## src/assert_macros.svh

```systemverilog
// Assertion macros shared by the compensation core RTL
`ifndef ASSERT_MACROS_SVH
`define ASSERT_MACROS_SVH

// same-cycle implication, disabled during reset
`define BSC_ASSERT_NOW(lbl, clk, rstn, ante, cons) \
  lbl: assert property (@(posedge clk) disable iff (!rstn) (ante) |-> (cons)) \
    else $error("assertion failed");

// next-cycle implication, disabled during reset
`define BSC_ASSERT_NEXT(lbl, clk, rstn, ante, cons) \
  lbl: assert property (@(posedge clk) disable iff (!rstn) (ante) |=> (cons)) \
    else $error("assertion failed");

`endif

```

## src/bsc_pkg.sv

```systemverilog
// Shared types, constants and helpers of the barometric compensation core
package bsc_pkg;

  localparam int unsigned CfgIdxW = 3;

  localparam logic [CfgIdxW-1:0] REG_AC1   = 3'd0;
  localparam logic [CfgIdxW-1:0] REG_AC2   = 3'd1;
  localparam logic [CfgIdxW-1:0] REG_AC3   = 3'd2;
  localparam logic [CfgIdxW-1:0] REG_AC4   = 3'd3;
  localparam logic [CfgIdxW-1:0] REG_AC5   = 3'd4;
  localparam logic [CfgIdxW-1:0] REG_AC6   = 3'd5;
  localparam logic [CfgIdxW-1:0] REG_BPAIR = 3'd6;
  localparam logic [CfgIdxW-1:0] REG_MPAIR = 3'd7;

  localparam logic [15:0] RstAc1   = 16'd408;
  localparam logic [15:0] RstAc2   = 16'hFFB8;
  localparam logic [15:0] RstAc3   = 16'hC7D1;
  localparam logic [15:0] RstAc4   = 16'd32741;
  localparam logic [15:0] RstAc5   = 16'd32757;
  localparam logic [15:0] RstAc6   = 16'd23153;
  localparam logic [31:0] RstBPair = 32'd405667844;
  localparam logic [31:0] RstMPair = 32'd3724086068;

  localparam logic [31:0] B6Offset   = 32'd4000;
  localparam logic [31:0] B7Scale    = 32'd50000;
  localparam logic [31:0] PCoefA     = 32'd3038;
  localparam logic [31:0] PCoefB     = 32'hFFFF_E343; // -7357
  localparam logic [31:0] PCoefC     = 32'd3791;
  localparam logic [31:0] X3Offset   = 32'd32768;

  localparam logic REQ_TEMP  = 1'b0;
  localparam logic REQ_PRESS = 1'b1;

  typedef struct packed {
    logic        start;
    logic [31:0] dividend;
    logic [31:0] divisor;
  } div_req_t;

  typedef struct packed {
    logic        done;
    logic [31:0] quot;
  } div_rsp_t;

  function automatic logic signed [31:0] sx16(input logic [15:0] v);
    sx16 = {{16{v[15]}}, v};
  endfunction

endpackage

```

## src/bsc_mul.sv

```systemverilog
// Shared signed multiplier with registered product
module bsc_mul
  import bsc_pkg::*;
(
  input  logic               clk_i,
  input  logic signed [32:0] a_i,
  input  logic signed [32:0] b_i,
  output logic signed [65:0] p_o
);

  logic signed [65:0] p_q;

  always_ff @(posedge clk_i) begin
    p_q <= a_i * b_i;
  end

  assign p_o = p_q;

endmodule

```

## src/bsc_div.sv

```systemverilog
// Restoring unsigned divider, one quotient bit per cycle
`include "assert_macros.svh"
module bsc_div
  import bsc_pkg::*;
(
  input  logic     clk_i,
  input  logic     rst_ni,
  input  div_req_t req_i,
  output div_rsp_t rsp_o
);

  logic        busy_q, busy_d;
  logic        done_q, done_d;
  logic [4:0]  cnt_q, cnt_d;
  logic [31:0] rem_q, rem_d;
  logic [31:0] dq_q, dq_d;
  logic [31:0] dvs_q, dvs_d;
  logic [31:0] quot_q, quot_d;
  logic [32:0] trial;
  logic [32:0] diff;

  always_comb begin
    busy_d = busy_q;
    done_d = 1'b0;
    cnt_d  = cnt_q;
    rem_d  = rem_q;
    dq_d   = dq_q;
    dvs_d  = dvs_q;
    quot_d = quot_q;
    trial  = {rem_q, dq_q[31]};
    diff   = trial - {1'b0, dvs_q};
    if (req_i.start) begin
      busy_d = 1'b1;
      cnt_d  = 5'd31;
      rem_d  = '0;
      dq_d   = req_i.dividend;
      dvs_d  = req_i.divisor;
    end else if (busy_q) begin
      if (!diff[32]) begin
        rem_d = diff[31:0];
        dq_d  = {dq_q[30:0], 1'b1};
      end else begin
        rem_d = trial[31:0];
        dq_d  = {dq_q[30:0], 1'b0};
      end
      cnt_d = cnt_q - 5'd1;
      if (cnt_q == 5'd0) begin
        busy_d = 1'b0;
        done_d = 1'b1;
        quot_d = dq_d;
      end
    end
  end

  always_ff @(posedge clk_i or negedge rst_ni) begin
    if (!rst_ni) begin
      busy_q <= 1'b0;
      done_q <= 1'b0;
      cnt_q  <= '0;
    end else begin
      busy_q <= busy_d;
      done_q <= done_d;
      cnt_q  <= cnt_d;
    end
  end

  always_ff @(posedge clk_i) begin
    rem_q  <= rem_d;
    dq_q   <= dq_d;
    dvs_q  <= dvs_d;
    quot_q <= quot_d;
  end

  assign rsp_o.done = done_q;
  assign rsp_o.quot = quot_q;

  `BSC_ASSERT_NEXT(a_start_busy, clk_i, rst_ni, req_i.start, busy_q)
  `BSC_ASSERT_NOW(a_done_idle, clk_i, rst_ni, done_q, !busy_q)

endmodule

```

## src/barometric_sensor_compensation_core.sv

```systemverilog
// Barometric sensor compensation core: one item at a time through a shared
// multiplier and a bit-serial divider. The time from acceptance to result
// valid of a temperature item and of a pressure item is set by the divider
// plus the chain of multiplies on the one multiplier. The block stalls its
// input while an item is in work. Config writes are always ready and must
// only be made while the core is idle.
`include "assert_macros.svh"
module barometric_sensor_compensation_core
  import bsc_pkg::*;
(
  input  logic                clk_i,
  input  logic                rst_ni,
  input  logic                in_valid_i,
  output logic                in_stall_o,
  input  logic                req_type_i,
  input  logic [23:0]         raw_sample_i,
  input  logic [1:0]          oversampling_i,
  output logic                out_valid_o,
  input  logic                out_stall_i,
  output logic                result_kind_o,
  output logic signed [31:0]  result_value_o,
  output logic                divide_error_o,
  input  logic                cfg_valid_i,
  output logic                cfg_ready_o,
  input  logic [CfgIdxW-1:0]  cfg_index_i,
  input  logic [31:0]         cfg_data_i
);

  localparam logic [4:0] S_IDLE = 5'd0;
  localparam logic [4:0] S_T0   = 5'd1;
  localparam logic [4:0] S_T1   = 5'd2;
  localparam logic [4:0] S_T2   = 5'd3;
  localparam logic [4:0] S_P0   = 5'd4;
  localparam logic [4:0] S_P1   = 5'd5;
  localparam logic [4:0] S_P2   = 5'd6;
  localparam logic [4:0] S_P3   = 5'd7;
  localparam logic [4:0] S_P4   = 5'd8;
  localparam logic [4:0] S_P5   = 5'd9;
  localparam logic [4:0] S_P6   = 5'd10;
  localparam logic [4:0] S_P7   = 5'd11;
  localparam logic [4:0] S_P8   = 5'd12;
  localparam logic [4:0] S_P9   = 5'd13;
  localparam logic [4:0] S_P10  = 5'd14;
  localparam logic [4:0] S_P11  = 5'd15;
  localparam logic [4:0] S_OUT  = 5'd16;

  logic [15:0] ac1_q, ac2_q, ac3_q, ac4_q, ac5_q, ac6_q;
  logic [31:0] bpair_q, mpair_q;

  logic [4:0]         state_q, state_d;
  logic               kind_q, kind_d;
  logic [23:0]        raw_q, raw_d;
  logic [1:0]         oss_q, oss_d;
  logic signed [31:0] tt_q, tt_d;
  logic [31:0]        up_q, up_d;
  logic signed [31:0] b6_q, b6_d;
  logic signed [31:0] sq_q, sq_d;
  logic signed [31:0] x1_q, x1_d;
  logic signed [31:0] b3_q, b3_d;
  logic [31:0]        b4_q, b4_d;
  logic               b7hi_q, b7hi_d;
  logic               qneg_q, qneg_d;
  logic signed [31:0] p_q, p_d;
  logic signed [31:0] res_q, res_d;
  logic               err_q, err_d;
  logic               ovld_q, ovld_d;
  logic               okind_q, okind_d;
  logic signed [31:0] oval_q, oval_d;
  logic               oerr_q, oerr_d;

  logic signed [32:0] mul_a, mul_b;
  logic signed [65:0] prod;
  logic signed [31:0] p32;
  div_req_t           div_req;
  div_rsp_t           div_rsp;

  logic signed [31:0] tdiv, tnum, qs, b5, x3, x2, pnow, tsh;
  logic [31:0]        b7;
  logic [3:0]         upsh;

  bsc_mul u_mul (
    .clk_i (clk_i),
    .a_i   (mul_a),
    .b_i   (mul_b),
    .p_o   (prod)
  );

  bsc_div u_div (
    .clk_i  (clk_i),
    .rst_ni (rst_ni),
    .req_i  (div_req),
    .rsp_o  (div_rsp)
  );

  assign p32 = prod[31:0];

  always_comb begin
    state_d = state_q;
    kind_d  = kind_q;
    raw_d   = raw_q;
    oss_d   = oss_q;
    tt_d    = tt_q;
    up_d    = up_q;
    b6_d    = b6_q;
    sq_d    = sq_q;
    x1_d    = x1_q;
    b3_d    = b3_q;
    b4_d    = b4_q;
    b7hi_d  = b7hi_q;
    qneg_d  = qneg_q;
    p_d     = p_q;
    res_d   = res_q;
    err_d   = err_q;
    ovld_d  = ovld_q;
    okind_d = okind_q;
    oval_d  = oval_q;
    oerr_d  = oerr_q;
    mul_a   = '0;
    mul_b   = '0;
    div_req = '0;
    tdiv    = '0;
    tnum    = '0;
    qs      = '0;
    b5      = '0;
    x3      = '0;
    x2      = '0;
    pnow    = '0;
    tsh     = '0;
    b7      = '0;
    upsh    = 4'd8 - {2'b00, oss_q};

    if (ovld_q && !out_stall_i) begin
      ovld_d = 1'b0;
    end

    case (state_q)
      S_IDLE: begin
        if (in_valid_i) begin
          kind_d  = req_type_i;
          raw_d   = raw_sample_i;
          oss_d   = oversampling_i;
          state_d = (req_type_i == REQ_PRESS) ? S_P0 : S_T0;
        end
      end
      S_T0: begin
        mul_a   = $signed({17'd0, raw_q[15:0]}) - $signed({17'd0, ac6_q});
        mul_b   = $signed({17'd0, ac5_q});
        state_d = S_T1;
      end
      S_T1: begin
        x1_d = prod[46:15];
        tdiv = prod[46:15] + sx16(mpair_q[15:0]);
        tnum = {{5{mpair_q[31]}}, mpair_q[31:16], 11'd0};
        if (tdiv == 32'sd0) begin
          res_d   = '0;
          err_d   = 1'b1;
          state_d = S_OUT;
        end else begin
          qneg_d           = tnum[31] ^ tdiv[31];
          div_req.start    = 1'b1;
          div_req.dividend = tnum[31] ? -tnum : tnum;
          div_req.divisor  = tdiv[31] ? -tdiv : tdiv;
          state_d          = S_T2;
        end
      end
      S_T2: begin
        if (div_rsp.done) begin
          qs      = qneg_q ? -$signed(div_rsp.quot) : $signed(div_rsp.quot);
          b5      = x1_q + qs;
          tt_d    = b5;
          res_d   = (b5 + 32'sd8) >>> 4;
          err_d   = 1'b0;
          state_d = S_OUT;
        end
      end
      S_P0: begin
        up_d    = {8'd0, raw_q >> upsh};
        b6_d    = tt_q - $signed(B6Offset);
        mul_a   = {b6_d[31], b6_d};
        mul_b   = {b6_d[31], b6_d};
        state_d = S_P1;
      end
      S_P1: begin
        sq_d    = p32 >>> 12;
        mul_a   = {sq_d[31], sq_d};
        mul_b   = {{17{bpair_q[15]}}, bpair_q[15:0]};
        state_d = S_P2;
      end
      S_P2: begin
        x1_d    = p32 >>> 11;
        mul_a   = {{17{ac2_q[15]}}, ac2_q};
        mul_b   = {b6_q[31], b6_q};
        state_d = S_P3;
      end
      S_P3: begin
        x3      = x1_q + (p32 >>> 11);
        b3_d    = (((sx16(ac1_q) <<< 2) + x3) <<< oss_q) + 32'sd2;
        b3_d    = b3_d >>> 2;
        mul_a   = {{17{ac3_q[15]}}, ac3_q};
        mul_b   = {b6_q[31], b6_q};
        state_d = S_P4;
      end
      S_P4: begin
        x1_d    = p32 >>> 13;
        mul_a   = {{17{bpair_q[31]}}, bpair_q[31:16]};
        mul_b   = {sq_q[31], sq_q};
        state_d = S_P5;
      end
      S_P5: begin
        x3      = (x1_q + (p32 >>> 16) + 32'sd2) >>> 2;
        x3      = x3 + $signed(X3Offset);
        mul_a   = {17'd0, ac4_q};
        mul_b   = {x3[31], x3};
        state_d = S_P6;
      end
      S_P6: begin
        b4_d    = prod[31:0] >> 15;
        mul_a   = {1'b0, up_q - b3_q};
        mul_b   = {1'b0, B7Scale >> oss_q};
        state_d = S_P7;
      end
      S_P7: begin
        b7 = prod[31:0];
        if (b4_q == 32'd0) begin
          res_d   = '0;
          err_d   = 1'b1;
          state_d = S_OUT;
        end else begin
          b7hi_d           = b7[31];
          div_req.start    = 1'b1;
          div_req.dividend = b7[31] ? b7 : {b7[30:0], 1'b0};
          div_req.divisor  = b4_q;
          state_d          = S_P8;
        end
      end
      S_P8: begin
        pnow = b7hi_q ? {div_rsp.quot[30:0], 1'b0} : div_rsp.quot;
        tsh  = pnow >>> 8;
        mul_a = {tsh[31], tsh};
        mul_b = {tsh[31], tsh};
        if (div_rsp.done) begin
          p_d     = pnow;
          state_d = S_P9;
        end
      end
      S_P9: begin
        mul_a   = {p32[31], p32};
        mul_b   = {1'b0, PCoefA};
        state_d = S_P10;
      end
      S_P10: begin
        x1_d    = p32 >>> 16;
        mul_a   = {p_q[31], p_q};
        mul_b   = {PCoefB[31], PCoefB};
        state_d = S_P11;
      end
      S_P11: begin
        x2      = p32 >>> 16;
        res_d   = p_q + ((x1_q + x2 + $signed(PCoefC)) >>> 4);
        err_d   = 1'b0;
        state_d = S_OUT;
      end
      S_OUT: begin
        if (!ovld_q || !out_stall_i) begin
          ovld_d  = 1'b1;
          okind_d = kind_q;
          oval_d  = res_q;
          oerr_d  = err_q;
          state_d = S_IDLE;
        end
      end
      default: begin
        state_d = S_IDLE;
      end
    endcase
  end

  always_ff @(posedge clk_i or negedge rst_ni) begin
    if (!rst_ni) begin
      state_q <= S_IDLE;
      ovld_q  <= 1'b0;
      tt_q    <= '0;
      ac1_q   <= RstAc1;
      ac2_q   <= RstAc2;
      ac3_q   <= RstAc3;
      ac4_q   <= RstAc4;
      ac5_q   <= RstAc5;
      ac6_q   <= RstAc6;
      bpair_q <= RstBPair;
      mpair_q <= RstMPair;
    end else begin
      state_q <= state_d;
      ovld_q  <= ovld_d;
      tt_q    <= tt_d;
      if (cfg_valid_i) begin
        case (cfg_index_i)
          REG_AC1:   ac1_q   <= cfg_data_i[15:0];
          REG_AC2:   ac2_q   <= cfg_data_i[15:0];
          REG_AC3:   ac3_q   <= cfg_data_i[15:0];
          REG_AC4:   ac4_q   <= cfg_data_i[15:0];
          REG_AC5:   ac5_q   <= cfg_data_i[15:0];
          REG_AC6:   ac6_q   <= cfg_data_i[15:0];
          REG_BPAIR: bpair_q <= cfg_data_i;
          REG_MPAIR: mpair_q <= cfg_data_i;
          default:   ac1_q   <= ac1_q;
        endcase
      end
    end
  end

  always_ff @(posedge clk_i) begin
    kind_q  <= kind_d;
    raw_q   <= raw_d;
    oss_q   <= oss_d;
    up_q    <= up_d;
    b6_q    <= b6_d;
    sq_q    <= sq_d;
    x1_q    <= x1_d;
    b3_q    <= b3_d;
    b4_q    <= b4_d;
    b7hi_q  <= b7hi_d;
    qneg_q  <= qneg_d;
    p_q     <= p_d;
    res_q   <= res_d;
    err_q   <= err_d;
    okind_q <= okind_d;
    oval_q  <= oval_d;
    oerr_q  <= oerr_d;
  end

  assign in_stall_o     = (state_q != S_IDLE);
  assign cfg_ready_o    = 1'b1;
  assign out_valid_o    = ovld_q;
  assign result_kind_o  = okind_q;
  assign result_value_o = oval_q;
  assign divide_error_o = oerr_q;

  `BSC_ASSERT_NEXT(a_accept_busy, clk_i, rst_ni, in_valid_i && !in_stall_o,
                   state_q != S_IDLE)
  `BSC_ASSERT_NOW(a_err_zero, clk_i, rst_ni, out_valid_o && divide_error_o,
                  result_value_o == 32'sd0)
  `BSC_ASSERT_NOW(a_out_load, clk_i, rst_ni, state_q == S_OUT && ovld_q && out_stall_i,
                  state_d == S_OUT)

endmodule
```

## config.mk

```make
export PLATFORM = sky130hd
export DESIGN_NAME = barometric_sensor_compensation_core
export DESIGN_NICKNAME = d
export VERILOG_FILES = /design/src/bsc_pkg.sv /design/src/bsc_mul.sv /design/src/bsc_div.sv /design/src/barometric_sensor_compensation_core.sv
export VERILOG_INCLUDE_DIRS = /design/src /design/src/src
export SDC_FILE = /design/constraint.sdc
export NUM_CORES = 2
export LEC_CHECK = 0
export BUFFER_PORTS_ARGS = -buffer_cell sky130_fd_sc_hd__buf_2
export CORE_MARGIN = 2
export CORE_UTILIZATION = 25
export CTS_BUF_LIST = sky130_fd_sc_hd__clkbuf_4
export DETAILED_ROUTE_END_ITERATION = 8
export GPL_TIMING_DRIVEN = 0
export PLACE_DENSITY_LB_ADDON = 0.1
export SLEW_MARGIN = 20
export SYNTH_ARGS = -nofsm -noshare
export SYNTH_HDL_FRONTEND = slang
export SYNTH_SLANG_ARGS = --single-unit
export TNS_END_PERCENT = 50
```

## constraint.sdc

```tcl
create_clock -name clk_i -period 25.3 [get_ports clk_i]
set_input_delay 5.06 -clock clk_i [delete_from_list [all_inputs] [get_ports clk_i]]
set_output_delay 5.06 -clock clk_i [all_outputs]
set_load 0.005 [all_outputs]
```

==> impl_summary.md <==
Run status
The flow ran to the end, and the final reports show no timing, DRC or antenna violations.

Drt
The first routing iteration left 4338 violations. Once detail routing completed, the nets flagged for antenna violations numbered 0. Across all layers, the routed design uses 58900 vias. The average detailed-routed wire length per instance is 27.9 microns.

The total wirelength of the detailed-routed design is ~330000 microns. The pre-antenna-repair detailed-routing pass consisted of 7 iterations. In the routed layout, each cell is associated on average with a via count of 4.94. The remaining routing DRC violations is 0.

Finish
The synthesis-to-finish area growth is 12.5%. The multi-input combinational cells in the finished layout cover a total of just under 0.05 sq mm. Across the whole layout, storage elements account for 0.0182 sq mm.

The filler cells instantiated in the layout total 30800. For this run, the number of standard cells in the final layout without fillers is 11900. The fraction of final layout cells sized beyond drive strength 1 is between 10% and 20%. The register with the most flip-flops in the layout has 47 of them. The number of nets in the layout is 9305.

Floorplanning
The floorplan row count is 197. The region available for standard cell placement spans 0.288 sq mm. Once the floorplan was initialized, standard cells occupied roughly a quarter of the core. approximately 100 I/O pins were placed.

The area enclosed by the die boundary is 0.294 sq mm. In this run the vertical extent of the chip is 542 microns. The floorplan die width is around 540 microns.

Clocking
The hold-fix buffer count after cts is 0. The longest clock path from root to sink contains 3 buffers. Clock tree synthesis inserted a total of 207 buffers. The buffers inserted during post-CTS setup optimization is 0. The clock transition at the registers of the reported paths is roughly 0.06 ns. The post-cts gate resize count is 0. The insertion delay to the later sink of the worst-skew pair is approximately 1.3 ns. The clock sink total is around 660.

The cell chosen for the clock root is clkbuf_4. TritonCTS built the clock tree. The H-tree depth is 4.

Timing
The final hold violation count is 0. For the final routed database, the setup TNS stands at 0 ns. The actual slew at the worst max-slew pin is 1.24 ns.

The final setup skew is 0.121 ns. The max-slew violation count is 0. Setup violations remaining at the end of the flow were counted as 0.

Measured against its own limit, the worst slew margin works out to between 10% and 20%. The final critical delay including setup and external delays is 16.34 ns. After layout, the worst path uses 64.6% of the clock period.

Setup repair after global routing left no endpoint under its margin. The timing-limited maximum frequency is 61.2 MHz.

Synth
The sequential area share after synthesis is 25.1%. Counting every instance in the synthesized netlist gives 7591. Counting flops and latches in the post-synthesis netlist gives approximately 660.

The primary flip-flop cell chosen by synthesis mapping is edfxtp_1. The netlist uses 103 different library cells. The number of synthesis warnings is 0. The post-synthesis instance area is 0.0725 sq mm. The fraction of synthesis flops using an asynchronous set or reset pin is 30.9%. The number of enable flip-flop cells after synthesis is 379. Averaged over all synthesized cells, the footprint is 9.55 sq um.

Placed design
The routability congestion estimate is slightly above 0.9. The placed cell count is ~12000. The wire-length estimate of the detail-placed layout is 279000 microns.

The number of port buffers is between 90 and 100.

Setup path
In this design, the critical path's most frequently occurring cell is fa_1. By startpoint and endpoint, the worst setup path is classified as flip-flop to flip-flop. STA puts the critical path data arrival time at 17.40 ns. The startpoint kind of the worst setup timing path is a flip-flop.

The highest cell delay on the worst timing path is 0.89 ns. The kind of capture point of the worst setup path is a flip-flop. The master of the slowest instance on the critical path is dfxtp_1. The largest driver fanout on the critical path is 10. The required time of the worst setup path is 26.36 ns.

GRT
The largest net degree at the start of global routing is 87. The overall overflow remaining after global route is 0. The number of global-route vias before repair is 60900.

In the global route stage, overall resource usage came out at roughly 22%. The first global-routing pass estimated ~470000 microns of wire. The number of antenna violations at the first check in global routing came to 31.

Run
The number of max-cap violations is 0.

Hold path
The tightest min-delay check is of the flip-flop to flip-flop type.
## stage by stage
stage	cell area [sq um]	worst slack [ns]	utilization, %	hold slack, ns
2_1_floorplan	72500	13.47	-	0.400
3_3_place_gp	77700	6.68	27.0	0.405
3_5_place_dp	78700	8.86	27.3	0.405
4_1_cts	81500	8.74	28.3	0.424
5_1_grt	81500	8.27	28.3	0.430
6_report	81600	8.96	28.3	0.419
## worst paths after layout
check,start,end,slack [ns],cells after the start
max in group asynchronous,rst_ni,out_valid_o,20.34,3
min in group asynchronous,rst_ni,ac6_q[10],3.69,1
worst max register to register,u_mul.p_o[17],u_mul.p_o[45],8.96,41
worst min register to register,res_q[5],result_value_o[5],0.42,0
worst min-delay path,res_q[5],result_value_o[5],0.42,0
worst max-delay path,u_mul.p_o[17],u_mul.p_o[45],8.96,41
## cells by family after synthesis
| logic type | Yosys count | share of synthesized area (%) |
|---|---|---|
| buffers and inverters | 1386 | 7.20 |
| other | 2 | 0.0104 |
| AND/OR/NAND/NOR | 2224 | 13.9 |
| XOR/XNOR | 474 | 5.79 |
| AO/OA/AOI/OAI | 1206 | 11.4 |
| adder cells (fa/ha/maj) | 1292 | 31.3 |
| multiplexers | 344 | 5.23 |
| flip-flops | 663 | 25.1 |
## synthesized netlist by cell type (all sizes together) (79+ instances only)
| cell | count | share of area [%] |
|---|---|---|
| inv | 1046 | 5.4 |
| nand2 | 1044 | 5.4 |
| fa | 870 | 24 |
| nor2 | 436 | 2.3 |
| ha | 422 | 7.3 |
| edfxtp | 379 | 16 |
| clkbuf | 311 | 1.6 |
| xnor2 | 307 | 3.7 |
| a21oi | 246 | 1.7 |
| o21ai | 237 | 1.6 |
| mux2 | 225 | 3.5 |
| xor2 | 164 | 2.0 |
| nand3 | 135 | 0.95 |
| dfrtp | 122 | 4.2 |
| and2 | 120 | 1.0 |
| nor3 | 115 | 0.80 |
| mux2i | 114 | 1.6 |
| a21o | 108 | 1.1 |
| dfstp | 83 | 3.0 |
| dfxtp | 79 | 2.2 |
## worst max-delay path, delay by kind of cell (launching register included)
family	cells	cell delay, ns
xor+xnor	4	0.84
buf+inv	8	2.82
compound gates	12	4.99
simple gates	6	1.97
flops	1	0.89
fa+ha+maj	11	4.56
## metal layers
metal | share of wire (%) | track usage [%]
met5 | 0.0090 | 0
met4 | 3.1 | 6.80
met3 | 4.7 | 2.85
met2 | 48 | 37.7
met1 | 45 | 30.0
## area by class of cell
class | count | share of cell area [%]
clock inverters | 75 | 0.552
well taps | 3781 | 5.80
diodes | 18 | 0.0552
clock buffers | 314 | 2.89
plain buffers | 340 | 1.62
inverters | 1046 | 4.81
multi-input cells | 5545 | 60.5
flip-flops and latches | 663 | 22.3
repair buffers | 143 | 1.46
## placed cells by master, fill, tap and decap left out, types with 24 or more instances in the layout
| cell | netlist | final |
|---|---|---|
| buf_1 | 25 | 24 |
| o22ai_1 | 32 | 32 |
| dfrtp_1 | 122 | 121 |
| a21oi_1 | 246 | 243 |
| clkinv_1 | 0 | 49 |
| clkbuf_4 | 0 | 316 |
| nor4_1 | 28 | 28 |
| xnor2_1 | 307 | 307 |
| mux2i_1 | 114 | 114 |
| a211oi_1 | 66 | 65 |
| and2_1 | 120 | 120 |
| inv_1 | 1043 | 1043 |
| a22o_1 | 27 | 27 |
| and3_1 | 52 | 50 |
| ha_1 | 422 | 422 |
| o21bai_1 | 35 | 34 |
| dfxtp_1 | 79 | 78 |
| clkbuf_1 | 310 | 293 |
| nand3_1 | 133 | 132 |
| a21o_1 | 108 | 108 |
| nor2b_1 | 33 | 33 |
| o21a_1 | 43 | 43 |
| o31ai_1 | 40 | 38 |
| nor2_1 | 436 | 433 |
| a222oi_1 | 34 | 34 |
| buf_2 | 2 | 101 |
| fa_1 | 870 | 870 |
| o21ai_0 | 214 | 210 |
| mux2_2 | 224 | 224 |
| or3_1 | 48 | 48 |
| dfstp_2 | 83 | 83 |
| edfxtp_1 | 379 | 379 |
| or2_2 | 38 | 38 |
| nand4_1 | 30 | 30 |
| a22oi_1 | 59 | 59 |
| nand2_1 | 1044 | 1042 |
| nor3_1 | 114 | 108 |
| xor2_1 | 164 | 164 |
| o211ai_1 | 38 | 38 |
| nand2b_1 | 65 | 65 |
Power is not shown: default switching activity piles up to over one toggle a cycle in this logic, so the estimate is an artifact.
